`src/hw/rtl/i2cmra_pkg.sv`:
```
package i2cmra_pkg;

  localparam int unsigned FifoDepthDefault = 16;

  localparam logic [7:0] MsbMask = 8'h80;

  typedef enum logic [1:0] {
    FUNC_TICK  = 2'd0,
    FUNC_LOAD  = 2'd1,
    FUNC_BEGIN = 2'd2,
    FUNC_NONE  = 2'd3
  } func_e;

  typedef enum logic [1:0] {
    OP_READ  = 2'd0,
    OP_WRITE = 2'd1,
    OP_PROBE = 2'd2,
    OP_OTHER = 2'd3
  } op_e;

  typedef enum logic [1:0] {
    ST_OK       = 2'd0,
    ST_NO_DEV   = 2'd1,
    ST_REG_NACK = 2'd2,
    ST_DAT_NACK = 2'd3
  } status_e;

  typedef enum logic [3:0] {
    PH_IDLE    = 4'd0,
    PH_START   = 4'd1,
    PH_ADDR_W  = 4'd2,
    PH_REG     = 4'd3,
    PH_RESTART = 4'd4,
    PH_ADDR_R  = 4'd5,
    PH_READ    = 4'd6,
    PH_WAIT    = 4'd7,
    PH_WDATA   = 4'd8,
    PH_STOP    = 4'd9
  } phase_e;

  typedef enum logic [1:0] {
    SEQ_START   = 2'd0,
    SEQ_RESTART = 2'd1,
    SEQ_STOP    = 2'd2
  } seq_e;

  typedef enum logic [2:0] {
    ACT_NONE    = 3'd0,
    ACT_SCL_LOW = 3'd1,
    ACT_SCL_REL = 3'd2,
    ACT_SDA_LOW = 3'd3,
    ACT_SDA_REL = 3'd4
  } act_e;

  // result word, scl_drive in the lowest bit
  typedef struct packed {
    logic          fifo_full;
    logic          busy_res;
    logic [1:0]    status;
    logic          done_res;
    logic          rx_valid;
    logic [7:0]    rx_byte;
    logic          sda_drive;
    logic          scl_drive;
  } res_t;

  typedef struct packed {
    logic rx_last;
    res_t res;
  } out_word_t;

  function automatic act_e seq_act(input seq_e kind, input logic [2:0] step);
    act_e act;
    act = ACT_NONE;
    case (kind)
      SEQ_START: begin
        case (step)
          3'd0: act = ACT_SCL_LOW;
          3'd1: act = ACT_SDA_REL;
          3'd2: act = ACT_SCL_REL;
          3'd3: act = ACT_SDA_LOW;
          default: act = ACT_NONE;
        endcase
      end
      SEQ_RESTART: begin
        case (step)
          3'd0: act = ACT_SCL_LOW;
          3'd1: act = ACT_SDA_LOW;
          3'd2: act = ACT_SCL_REL;
          3'd3: act = ACT_SDA_REL;
          3'd5: act = ACT_SDA_LOW;
          default: act = ACT_NONE;
        endcase
      end
      default: begin
        case (step)
          3'd0: act = ACT_SCL_LOW;
          3'd1: act = ACT_SDA_LOW;
          3'd2: act = ACT_SCL_REL;
          3'd3: act = ACT_SDA_REL;
          default: act = ACT_NONE;
        endcase
      end
    endcase
    return act;
  endfunction

  function automatic logic [2:0] seq_len(input seq_e kind);
    logic [2:0] len;
    case (kind)
      SEQ_RESTART: len = 3'd7;
      default:     len = 3'd5;
    endcase
    return len;
  endfunction

endpackage

```
`src/hw/rtl/i2c_master_register_access.sv`:
```
// a result word is registered in the output register, or in the skid stage while the output register is held
// throughput: one word per cycle while the skid stage is empty, each tick, load or begin handled in a single pass
// a skid stage keeps the slave side ready while one finished word waits downstream
// the write fifo is a memory with a registered read and a bypass for a fresh write
// reset: idle, both lines released, fifo empty, no word pending, no clearing pass
module i2c_master_register_access #(
  parameter int unsigned FifoDepth = i2cmra_pkg::FifoDepthDefault
) (
  input  logic                   clk_i,
  input  logic                   rst_ni,
  input  logic                   s_axis_tvalid,
  output logic                   s_axis_tready,
  // sda_in, scl_in, data_byte, slave_address, mem_address, op, length, zero fill
  input  logic [47:0]            s_axis_tdata,
  // func
  input  logic [1:0]             s_axis_tuser,
  output logic                   m_axis_tvalid,
  input  logic                   m_axis_tready,
  // scl_drive, sda_drive, rx_byte, rx_valid, done_res, status, busy_res, fifo_full
  output logic [15:0]            m_axis_tdata,
  // rx_last
  output logic                   m_axis_tlast
);
  import i2cmra_pkg::*;

  localparam int unsigned CntW = $clog2(FifoDepth + 1);
  localparam int unsigned PtrW = (FifoDepth > 1) ? $clog2(FifoDepth) : 1;

  // input word fields
  logic        sda_in, scl_in;
  logic [7:0]  data_byte, mem_address;
  logic [6:0]  slave_address;
  logic [1:0]  op;
  logic [15:0] length;
  func_e       func;

  assign sda_in        = s_axis_tdata[0];
  assign scl_in        = s_axis_tdata[1];
  assign data_byte     = s_axis_tdata[9:2];
  assign slave_address = s_axis_tdata[16:10];
  assign mem_address   = s_axis_tdata[24:17];
  assign op            = s_axis_tdata[26:25];
  assign length        = s_axis_tdata[42:27];
  assign func          = func_e'(s_axis_tuser);

  // transaction state
  phase_e      phase_q, phase_d;
  logic [2:0]  step_q, step_d;
  logic [3:0]  bit_cnt_q, bit_cnt_d;
  logic [7:0]  shift_q, shift_d;
  logic [15:0] bytes_left_q, bytes_left_d;
  logic [6:0]  dev_addr_q, dev_addr_d;
  logic [7:0]  reg_addr_q, reg_addr_d;
  op_e         op_kind_q, op_kind_d;
  logic        scl_q, scl_d, sda_q, sda_d;

  // write fifo
  logic [7:0]      fifo_mem [FifoDepth];
  logic [CntW-1:0] fifo_cnt_q, fifo_cnt_d;
  logic [PtrW-1:0] rd_ptr_q, rd_ptr_d, rd_ptr_nxt, wr_ptr_q, wr_ptr_d;
  logic [7:0]      rd_data_q, byp_data_q, fifo_head;
  logic            byp_q, fifo_wr;

  // output queue
  out_word_t res, out_q, skid_q;
  logic      out_vld_q, skid_vld_q;
  logic      acc, take;

  assign s_axis_tready = ~skid_vld_q;
  assign acc           = s_axis_tvalid & s_axis_tready;
  assign take          = out_vld_q & m_axis_tready;
  assign fifo_head     = byp_q ? byp_data_q : rd_data_q;

  always_comb begin
    logic       reading, receiving, sample, nack, done;
    logic [1:0] st;
    seq_e       kind;
    act_e       act;
    logic [2:0] s;

    phase_d      = phase_q;
    step_d       = step_q;
    bit_cnt_d    = bit_cnt_q;
    shift_d      = shift_q;
    bytes_left_d = bytes_left_q;
    dev_addr_d   = dev_addr_q;
    reg_addr_d   = reg_addr_q;
    op_kind_d    = op_kind_q;
    scl_d        = scl_q;
    sda_d        = sda_q;
    fifo_cnt_d   = fifo_cnt_q;
    rd_ptr_d     = rd_ptr_q;
    wr_ptr_d     = wr_ptr_q;
    fifo_wr      = 1'b0;
    res          = '0;
    reading      = 1'b0;
    receiving    = 1'b0;
    sample       = 1'b0;
    nack         = 1'b0;
    done         = 1'b0;
    st           = ST_OK;
    kind         = SEQ_STOP;
    act          = ACT_NONE;
    s            = 3'd0;

    case (func)
      FUNC_TICK: begin
        if (phase_d == PH_WAIT && fifo_cnt_q != '0) begin
          phase_d    = PH_WDATA;
          bit_cnt_d  = 4'd0;
          step_d     = 3'd0;
          shift_d    = fifo_head;
          rd_ptr_d   = (rd_ptr_q == PtrW'(FifoDepth - 1)) ? '0 : rd_ptr_q + 1'b1;
          fifo_cnt_d = fifo_cnt_q - 1'b1;
        end
        if (phase_d == PH_START || phase_d == PH_RESTART || phase_d == PH_STOP) begin
          kind = (phase_d == PH_START)   ? SEQ_START :
                 (phase_d == PH_RESTART) ? SEQ_RESTART : SEQ_STOP;
          s    = step_d;
          act  = seq_act(kind, s);
          case (act)
            ACT_SCL_LOW: scl_d = 1'b0;
            ACT_SCL_REL: scl_d = 1'b1;
            ACT_SDA_LOW: sda_d = 1'b0;
            ACT_SDA_REL: sda_d = 1'b1;
            default: ;
          endcase
          step_d = s + 3'd1;
          if (step_d >= seq_len(kind)) begin
            step_d = 3'd0;
            case (kind)
              SEQ_START: begin
                phase_d   = PH_ADDR_W;
                bit_cnt_d = 4'd0;
                shift_d   = {dev_addr_q, 1'b0};
              end
              SEQ_RESTART: begin
                phase_d   = PH_ADDR_R;
                bit_cnt_d = 4'd0;
                shift_d   = {dev_addr_q, 1'b1};
              end
              default: begin
                done = 1'b1;
                st   = ST_OK;
              end
            endcase
          end
        end else if (phase_d != PH_IDLE && phase_d != PH_WAIT) begin
          reading   = (phase_d == PH_READ);
          receiving = reading ? (bit_cnt_d < 4'd8) : (bit_cnt_d == 4'd8);
          case (step_d[1:0])
            2'd0: begin
              scl_d  = 1'b0;
              step_d = 3'd1;
            end
            2'd1: begin
              if (receiving) sda_d = 1'b1;
              else if (reading) sda_d = (bytes_left_d <= 16'd1);
              else sda_d = |(shift_d & MsbMask);
              step_d = 3'd2;
            end
            2'd2: begin
              scl_d  = 1'b1;
              step_d = 3'd3;
            end
            default: begin
              // hold while the slave stretches the clock
              if (!(receiving && !scl_in)) begin
                sample = receiving & sda_in;
                nack   = sample;
                step_d = 3'd0;
                if (bit_cnt_d < 4'd8) begin
                  shift_d   = {shift_d[6:0], reading & sample};
                  bit_cnt_d = bit_cnt_d + 4'd1;
                end else begin
                  case (phase_d)
                    PH_ADDR_W: begin
                      if (nack) begin
                        done = 1'b1;
                        st   = ST_NO_DEV;
                      end else if (op_kind_q == OP_READ || op_kind_q == OP_WRITE) begin
                        phase_d   = PH_REG;
                        bit_cnt_d = 4'd0;
                        shift_d   = reg_addr_q;
                      end else begin
                        phase_d = PH_STOP;
                      end
                    end
                    PH_REG: begin
                      if (nack) begin
                        done = 1'b1;
                        st   = ST_REG_NACK;
                      end else if (op_kind_q == OP_READ) begin
                        phase_d = PH_RESTART;
                      end else begin
                        phase_d = (bytes_left_d == '0) ? PH_STOP : PH_WAIT;
                      end
                    end
                    PH_ADDR_R: begin
                      if (nack) begin
                        done = 1'b1;
                        st   = ST_NO_DEV;
                      end else begin
                        phase_d   = PH_READ;
                        bit_cnt_d = 4'd0;
                        shift_d   = 8'd0;
                      end
                    end
                    PH_WDATA: begin
                      if (nack) begin
                        done = 1'b1;
                        st   = ST_DAT_NACK;
                      end else begin
                        bytes_left_d = bytes_left_d - 16'd1;
                        phase_d = (bytes_left_d == '0) ? PH_STOP : PH_WAIT;
                      end
                    end
                    default: begin
                      res.res.rx_valid = 1'b1;
                      res.res.rx_byte  = shift_d;
                      res.rx_last      = (bytes_left_d <= 16'd1);
                      bytes_left_d     = bytes_left_d - 16'd1;
                      if (bytes_left_d == '0) begin
                        phase_d = PH_STOP;
                      end else begin
                        phase_d   = PH_READ;
                        bit_cnt_d = 4'd0;
                        shift_d   = 8'd0;
                      end
                    end
                  endcase
                end
              end
            end
          endcase
        end
        if (done) begin
          phase_d   = PH_IDLE;
          step_d    = 3'd0;
          bit_cnt_d = 4'd0;
        end
      end
      FUNC_LOAD: begin
        if (fifo_cnt_q < CntW'(FifoDepth)) begin
          fifo_wr    = 1'b1;
          fifo_cnt_d = fifo_cnt_q + 1'b1;
          wr_ptr_d   = (wr_ptr_q == PtrW'(FifoDepth - 1)) ? '0 : wr_ptr_q + 1'b1;
        end
      end
      FUNC_BEGIN: begin
        if (phase_q == PH_IDLE) begin
          dev_addr_d   = slave_address;
          reg_addr_d   = mem_address;
          op_kind_d    = (op == OP_OTHER) ? OP_PROBE : op_e'(op);
          bytes_left_d = (op == OP_READ && length == '0) ? 16'd1 : length;
          bit_cnt_d    = 4'd0;
          step_d       = 3'd0;
          phase_d      = PH_START;
        end
      end
      default: ;
    endcase

    res.res.scl_drive = scl_d;
    res.res.sda_drive = sda_d;
    res.res.done_res  = done;
    res.res.status    = st;
    res.res.busy_res  = (phase_d != PH_IDLE);
    res.res.fifo_full = (fifo_cnt_d >= CntW'(FifoDepth));
  end

  assign rd_ptr_nxt = acc ? rd_ptr_d : rd_ptr_q;

  always_ff @(posedge clk_i or negedge rst_ni) begin
    if (!rst_ni) begin
      phase_q      <= PH_IDLE;
      step_q       <= '0;
      bit_cnt_q    <= '0;
      shift_q      <= '0;
      bytes_left_q <= '0;
      dev_addr_q   <= '0;
      reg_addr_q   <= '0;
      op_kind_q    <= OP_READ;
      scl_q        <= 1'b1;
      sda_q        <= 1'b1;
      fifo_cnt_q   <= '0;
      rd_ptr_q     <= '0;
      wr_ptr_q     <= '0;
      byp_q        <= 1'b0;
    end else begin
      if (acc) begin
        phase_q      <= phase_d;
        step_q       <= step_d;
        bit_cnt_q    <= bit_cnt_d;
        shift_q      <= shift_d;
        bytes_left_q <= bytes_left_d;
        dev_addr_q   <= dev_addr_d;
        reg_addr_q   <= reg_addr_d;
        op_kind_q    <= op_kind_d;
        scl_q        <= scl_d;
        sda_q        <= sda_d;
        fifo_cnt_q   <= fifo_cnt_d;
        rd_ptr_q     <= rd_ptr_d;
        wr_ptr_q     <= wr_ptr_d;
      end
      byp_q <= acc & fifo_wr & (wr_ptr_q == rd_ptr_nxt);
    end
  end

  // fifo memory with registered read of the next head entry
  always_ff @(posedge clk_i) begin
    if (acc && fifo_wr) begin
      fifo_mem[wr_ptr_q] <= data_byte;
    end
    rd_data_q  <= fifo_mem[rd_ptr_nxt];
    byp_data_q <= data_byte;
  end

  // output register plus skid stage
  always_ff @(posedge clk_i or negedge rst_ni) begin
    if (!rst_ni) begin
      out_vld_q  <= 1'b0;
      skid_vld_q <= 1'b0;
    end else begin
      if (!out_vld_q || take) begin
        if (skid_vld_q) begin
          out_vld_q  <= 1'b1;
          skid_vld_q <= 1'b0;
        end else begin
          out_vld_q <= acc;
        end
      end else if (acc) begin
        skid_vld_q <= 1'b1;
      end
    end
  end

  always_ff @(posedge clk_i) begin
    if (!out_vld_q || take) begin
      out_q <= skid_vld_q ? skid_q : res;
    end else if (acc) begin
      skid_q <= res;
    end
  end

  assign m_axis_tvalid = out_vld_q;
  assign m_axis_tdata  = out_q.res;
  assign m_axis_tlast  = out_q.rx_last;

  a_fifo_cnt_range: assert property (@(posedge clk_i) disable iff (!rst_ni)
    fifo_cnt_q <= CntW'(FifoDepth))
    else $error("fifo count above depth");

  a_skid_needs_out: assert property (@(posedge clk_i) disable iff (!rst_ni)
    skid_vld_q |-> out_vld_q)
    else $error("skid word held with empty output register");

  a_done_not_busy: assert property (@(posedge clk_i) disable iff (!rst_ni)
    (out_vld_q && out_q.res.done_res) |-> !out_q.res.busy_res)
    else $error("finished transaction still busy");

  a_status_needs_done: assert property (@(posedge clk_i) disable iff (!rst_ni)
    (out_vld_q && out_q.res.status != ST_OK) |-> out_q.res.done_res)
    else $error("status without done");

  a_last_needs_rx: assert property (@(posedge clk_i) disable iff (!rst_ni)
    (out_vld_q && out_q.rx_last) |-> out_q.res.rx_valid)
    else $error("last flag without received byte");

  a_idle_no_step: assert property (@(posedge clk_i) disable iff (!rst_ni)
    (phase_q == PH_IDLE) |-> (step_q == 3'd0 && bit_cnt_q == 4'd0))
    else $error("idle with slot counters not cleared");

endmodule
```
`config.mk`:
```
export PLATFORM = sky130hd
export DESIGN_NAME = i2c_master_register_access
export DESIGN_NICKNAME = d
export VERILOG_FILES = /design/src/hw/rtl/i2cmra_pkg.sv /design/src/hw/rtl/i2c_master_register_access.sv
export SDC_FILE = /design/constraint.sdc
export NUM_CORES = 1
export LEC_CHECK = 0
export BUFFER_PORTS_ARGS = -buffer_cell sky130_fd_sc_hd__buf_2
export CORE_UTILIZATION = 66
export DETAILED_ROUTE_END_ITERATION = 12
export GPL_TIMING_DRIVEN = 0
export PLACE_DENSITY_LB_ADDON = 0.2
export SLEW_MARGIN = 20
export SYNTH_ARGS = -nofsm -noshare
export SYNTH_HDL_FRONTEND = slang
export SYNTH_SLANG_ARGS = --single-unit
```
`constraint.sdc`:
```
create_clock -name clk_i -period 6.39 [get_ports clk_i]
set_input_delay 1.917 -clock clk_i [delete_from_list [all_inputs] [get_ports clk_i]]
set_output_delay 1.917 -clock clk_i [all_outputs]
set_load 0.01 [all_outputs]
```
=== Yosys cells after proc, flatten, opt, wreduce, memory -nomap -nowiden ===
Memories as Yosys holds them, arrays and structs flattened. A register that Yosys moved wholly into a read port is not among the register bits.
Index checks and enable logic that the tools add are counted.

* $add $sub $neg: 7
* Order comparisons: 5
* Eq/ne operators: 37
* Multiplexer cells: 149
* Bitwise operators: 8
* Reduce and logical (&&, ||, !) cells: 39

{| class="wikitable"
|+ Operator list
! operator !! number
|-
| 2-to-1 mux 4 bit || 39
|-
| 2-to-1 mux 16 bit || 8
|-
| 2-to-1 mux 8 bit || 12
|-
| case mux 16 bit (2 select lines) || 2
|-
| 2-to-1 mux 9 bit || 7
|-
| zero test 16 bit || 3
|-
| 2-to-1 mux 1 bit || 36
|-
| 2-to-1 mux 3 bit || 12
|-
| case mux 3 bit (4 select lines) || 3
|-
| 2-to-1 mux 2 bit || 12
|-
| case mux 4 bit (2 select lines) || 3
|-
| case mux 8 bit (3 select lines) || 1
|-
| equality test 4 bit (second input constant) || 5
|-
| 2-to-1 mux 17 bit || 1
|-
| equality test 4 x 3 -> 1 bit (second input constant) || 4
|-
| <= comparator 16 x 1 -> 1 bit (second input constant) || 1
|-
| case mux 4 bit (4 select lines) || 1
|-
| case mux 8 bit (2 select lines) || 1
|-
| subtractor 16 x 1 -> 16 bit (second input constant) || 1
|-
| != test 2 bit (second input constant) || 7
|-
| adder 4 x 1 -> 4 bit (second input constant) || 3
|-
| equality test 3 x 2 -> 1 bit (second input constant) || 4
|-
| case mux 3 bit (2 select lines) || 2
|-
| case mux 4 bit (3 select lines) || 1
|-
| other kinds (38) || 76
|}

* Register bits after elaboration: 112
* Memory bits (writable): 128
* Output and inout bits: 19
* Word-level logic and storage cells: 281
* Memories: 1

{| class="wikitable"
|+ Memory list
! memory !! words !! width !! read ports !! clocked after memory_dff !! write ports !! line !! text
|-
| fifo_mem || 16 || 8 || 1 || 1 || 1 || i2c_master_register_access.sv:58 || <nowiki>logic [7:0] fifo_mem [FifoDepth];</nowiki>
|}

=== Depth between registers and ports, before layout ===
* Depth in word-level cells: 19
* Depth in mapped cells: 17
* Gate-level depth less buffers: 15

=== Worst setup path before layout ===
Ideal clock, no wire load.

* Path kind: register to register
* Start point: reg fifo_cnt_q[1]
* End point: reg out_q, in the netlist m_axis_tdata[14] (data pin)
* Setup time: 0.264 ns
* Data arrival time: 3.868 ns
* Path slack: 2.258 ns
* Stages on the path, launching flop included: 17
* Buffers on the path: 2
* Cell sequence: dfrtp_1 > inv_1 > ha_1 > or4b_4 > nand2_1 > buf_2 > buf_1 > nand2_1 > ha_1 > nor3b_1 > a2111oi_4 > and2_4 > o41ai_2 > a211oi_2 > nor2_1 > or3_1 > o41a_1

* Longest elaborated chain between the ends: 19
* Elaborated cells between the ends (all ways): 67

{| class="wikitable"
|+ Ends and longest elaborated chain
! element !! line !! text
|-
| start, declared || i2c_master_register_access.sv:59 || <nowiki>logic [CntW-1:0] fifo_cnt_q, fifo_cnt_d;</nowiki>
|-
| start signal, assigned || i2c_master_register_access.sv:302 || <nowiki>fifo_cnt_q <= fifo_cnt_d;</nowiki>
|-
| nonzero test 5 bit (*) || i2c_master_register_access.sv:108 || <nowiki>if (phase_d == PH_WAIT && fifo_cnt_q != '0) begin</nowiki>
|-
| logical AND 1 bit (*) || i2c_master_register_access.sv:108 ||
|-
| 2-to-1 mux 4 bit || i2c_master_register_access.sv:108 ||
|-
| 2-to-1 mux 4 bit || i2c_master_register_access.sv:106 || <nowiki>case (func)</nowiki>
|-
| equality test 4 x 3 -> 1 bit (tied with other cells) || i2c_master_register_access.sv:116, i2c_master_register_access.sv:118 ||
|-
| 2-to-1 mux 2 bit or 2-to-1 mux 1 bit (tied branches) || i2c_master_register_access.sv:118, i2c_master_register_access.sv:150 ||
|-
| 2-to-1 mux 2 bit or bitwise AND 1 bit (tied branches) || i2c_master_register_access.sv:117, i2c_master_register_access.sv:169 ||
|-
| equality test 2 x 1 -> 1 bit or 2-to-1 mux 1 bit (tied branches) || n/a ||
|-
| [... 3 more ...] || n/a ||
|-
| >= comparator 3 bit or 2-to-1 mux 1 bit (tied branches) || i2c_master_register_access.sv:129, i2c_master_register_access.sv:151 ||
|-
| 2-to-1 mux 1 bit (on tied branches) || i2c_master_register_access.sv:129, i2c_master_register_access.sv:148 ||
|-
| 2-to-1 mux 1 bit || i2c_master_register_access.sv:116 || <nowiki>if (phase_d == PH_START || phase_d == PH_RESTART || phase_d == PH_STOP) begin</nowiki>
|-
| 2-to-1 mux 1 bit || i2c_master_register_access.sv:106 ||
|-
| 2-to-1 mux 4 bit (*) || i2c_master_register_access.sv:237 || <nowiki>if (done) begin</nowiki>
|-
| case mux 4 bit (2 select lines) (*) || i2c_master_register_access.sv:106 ||
|-
| nonzero test 4 bit (*) || i2c_master_register_access.sv:268 || <nowiki>res.res.busy_res = (phase_d != PH_IDLE);</nowiki>
|-
| 2-to-1 mux 17 bit (*) || i2c_master_register_access.sv:340 || <nowiki>out_q <= skid_vld_q ? skid_q : res;</nowiki>
|-
| end signal, assigned || i2c_master_register_access.sv:340 ||
|-
| end, declared || i2c_master_register_access.sv:65 || <nowiki>out_word_t res, out_q, skid_q;</nowiki>
|}

Every way passes the cells marked *; elsewhere a longest branch is shown, timed or not. The select of a mux whose other input is x is not followed.
A chain may end at the register's enable or synchronous reset.

=== Worst setup path in the final report ===
Same ends and word-level chain as after synthesis.

==> metrics.cfg <==
[run_status]
status=finished with violations
violations=DRC

[cells_and_area]
antenna_cells=0
syn_to_final_growth_pct=12.5
fillerInstances=1229
drive_above_1_share=0.154
layout_common_cells=nand2_1, edfxtp_1, buf_2
final_common_cell=nand2_1
fin_nets=1324

[floorplanning]
io_pins=73
fp.dieH_um=139
dieArea_mm2=0.0192
initial_core_util=0.679
coreArea_mm2=0.0181
die_x_um=139
rows=49

[timing]
max_slew.worst_pin.slew_ns=0.928
clock.fmax_ghz=0.192
finalCriticalPeriod_ns=5.20
finalHoldViolations=0
slew_headroom=0.382
slew_violations=0
setup_viol=0
finalSetupTns_ns=0
fin_skew_ns=0.0178
min_period_over_period=0.813
grt_setup_unrepaired=no

[clock_network]
cts_tree=done
cts.sinks=248
postCtsSetupBuffers=0
cts-root-buf=clkbuf_16
clockBufferDepth=3
cts_made_buffers=26
path_clk_slew_ns=0.07
cts_max_level=1
ctsResizeCount=0
clk-insertion-delay-late_ns=0.54
ctsHoldBuffers=0

[setup_path]
path_cells=inv_1 > ha_1 > or4b_4 > nand2_1 > buf_2 > buf_1 > nand2_1 > ha_1 > nor3b_1 > a2111oi_4 > and2_4 > o41ai_2 > a211oi_2 > nor2_1 > or3_1 > o41a_1
r2r_setup_slack_ns=1.19
critical_path_class=register to register
path_buf_inv=3
crit_family=simple AND/OR/NAND/NOR gates
cp_slowest_cell=buf_1
startpoint_type=register
worstPathMaxFanout=10
arrival_ns=5.46
critPathMaxStageDelay_ns=0.56
cp.required_ns=6.66
timing.rr.end=m_axis_tdata[14]$_DFFE_PN_
r2r-start=fifo_cnt_q[1]$_DFFE_PN0P_
reg2regPathDepth=16
end_kind=register

[place]
gp_congestion=0.945
dpl.hpwl_um=21500
portBuffers=67

[routing]
wl_per_cell_um=20.9
drtIter0Drc=945
drt_wl_total_um=31300
drt_pass1_iterations=9
drc=12
vias=9774
drt.antenna.violating_nets=0
viasPerCell=6.52

[synth]
synthesis.area_mm2=0.0123
synth_cell_types=88
yosysSeqAreaShare=0.564
synth_edf_count=162
synth.net_count=1228
ys_async_sr_fraction=0.282
syn_inst=1154
yosys_register_bits=248
yosys_most_used_dff=edfxtp_1
ys.warnings.count=0
syn_avg_cell_area_um2=10.7

[flow_run]
maxCapViolations=0

[grt]
grt_util_all_layers=0.329
overflow=0
grt_max_degree=42
grt_pass1_vias=9349
antenna_found_initial=0
grt_pass1_wl_um=49000

[pwr]
pwr-share-seq=0.424
p_int_mw=3.34
ir_drop_mv=0.298
power_density_mw_per_mm2=354
clkPwrFrac=0.318
combinationalPowerShare=0.258
swShare=0.319
fin_total_pwr_mw=4.91
p_leak_nw=5.35
netSwitchingPower_mw=1.56

[hold_path]
hp-class=register to register
min_to=step_q[1]$_DFFE_PN0P_
hp-start=step_q[1]$_DFFE_PN0P_
holdPathStages=2

metrics by stage:
step | setup WS, ns | hold slack (ns) | utilization | instance area (um2) | cells
after global placement | 1.35 | 0.471 | 0.713 | 12900 | 1450
after detailed placement | 1.32 | 0.475 | 0.714 | 13000 | 1451
after CTS | 1.33 | 0.488 | 0.763 | 13800 | 1498
after floorplan | 2.26 | 0.450 | - | 12300 | 1154
final | 1.19 | 0.486 | 0.763 | 13800 | 1498
after global routing | 1.03 | 0.522 | 0.763 | 13800 | 1498
cells by family (layout without fill, tap and decap cells):
group / count (synthesis) / after routing / synth area share
AND/OR/NAND/NOR: 457 / 457 / 0.185
AO/OA/AOI/OAI: 267 / 267 / 0.144
flip-flops: 248 / 248 / 0.564
buffers and inverters: 99 / 214 / 0.0343
multiplexers: 46 / 46 / 0.0406
adder cells (fa/ha/maj): 22 / 22 / 0.0219
XOR/XNOR: 15 / 15 / 0.0107
power by group through the flow:
stage | sequential [mW] | combinational [mW] | clock, mW
finish | 2.08 | 1.26 | 1.56
detailed placement | 2.10 | 1.22 | 0
global placement | 2.10 | 1.20 | 0
floorplan | 2.06 | 0.906 | 0
CTS | 2.08 | 1.24 | 1.56
global route | 2.10 | 1.39 | 1.62
cell type report:
class	instances	area, um2	area share
inverters	31	116	0.00840
clock inverters	16	186	0.0135
plain buffers	68	307	0.0221
repair buffers	68	358	0.0258
clock buffers	31	701	0.0506
multi-input cells	807	4950	0.358
well taps	229	287	0.0207
flip-flops and latches	248	6940	0.501
worst register-to-register path, cell delays in order (launching register included):
cell and delay [ns]:
dfrtp_1 0.44, inv_1 0.12, ha_1 0.17, or4b_4 0.54
nand2_1 0.11, buf_2 0.25, buf_1 0.56, nand2_1 0.25
ha_1 0.28, nor3b_1 0.18, a2111oi_4 0.54, and2_4 0.27
o41ai_2 0.09, a211oi_2 0.21, nor2_1 0.10, or3_1 0.41
o41a_1 0.41
synth_stat cells (8+ instances only):
library cell / count / share of area
dfrtp_1: 68 / 0.14
and3_1: 30 / 0.015
clkbuf_1: 31 / 0.0095
mux2i_1: 14 / 0.011
and2_1: 19 / 0.0097
buf_2: 19 / 0.0077
nand2b_1: 8 / 0.0041
a311oi_1: 25 / 0.018
nand2_1: 193 / 0.059
edfxtp_1: 162 / 0.40
ha_1: 20 / 0.020
o21ai_0: 77 / 0.031
a21oi_1: 55 / 0.022
dfxtp_1: 16 / 0.026
nor2_1: 74 / 0.023
inv_1: 30 / 0.0091
mux2_2: 32 / 0.029
o22ai_1: 9 / 0.0046
buf_1: 11 / 0.0034
nand3_1: 49 / 0.020
a22oi_1: 13 / 0.0079
nor3_1: 13 / 0.0053
a31oi_1: 20 / 0.010
nor4_1: 12 / 0.0061
xnor2_1: 8 / 0.0057
worst max path at each step:
stage	start	end	slack, ns	cells after the start
after floorplan	fifo_cnt_q[1]$_DFFE_PN0P_	m_axis_tdata[14]$_DFFE_PN_	2.26	16
after global placement	s_axis_tuser[0]	rd_data_q[6]$_DFF_P_	1.35	10
after detailed placement	s_axis_tuser[0]	rd_data_q[6]$_DFF_P_	1.32	9
after CTS	fifo_cnt_q[1]$_DFFE_PN0P_	m_axis_tdata[14]$_DFFE_PN_	1.33	16
after global routing	fifo_cnt_q[1]$_DFFE_PN0P_	m_axis_tdata[14]$_DFFE_PN_	1.03	16
final	fifo_cnt_q[1]$_DFFE_PN0P_	m_axis_tdata[14]$_DFFE_PN_	1.19	16
state kept, by name (all words and copies together), names as in the netlist, 8 cells and up, named ones only:
| name | count |
|---|---|
| fifo_mem | 128 |
| skid_q | 17 |
| bytes_left_q | 16 |
| m_axis_tdata | 16 |
| byp_data_q | 8 |
| rd_data_q | 8 |
| reg_addr_q | 8 |
| shift_q | 8 |
per-layer routing:
metal  routed length, um  track usage  up-vias
met5                   0            0        -
met1               12500        0.457     4651
met4                 923        0.105        0
li1                    -            -     4469
met3                3370       0.0622       74
met2               14500        0.528      580
(Power assumes the default switching activity.)
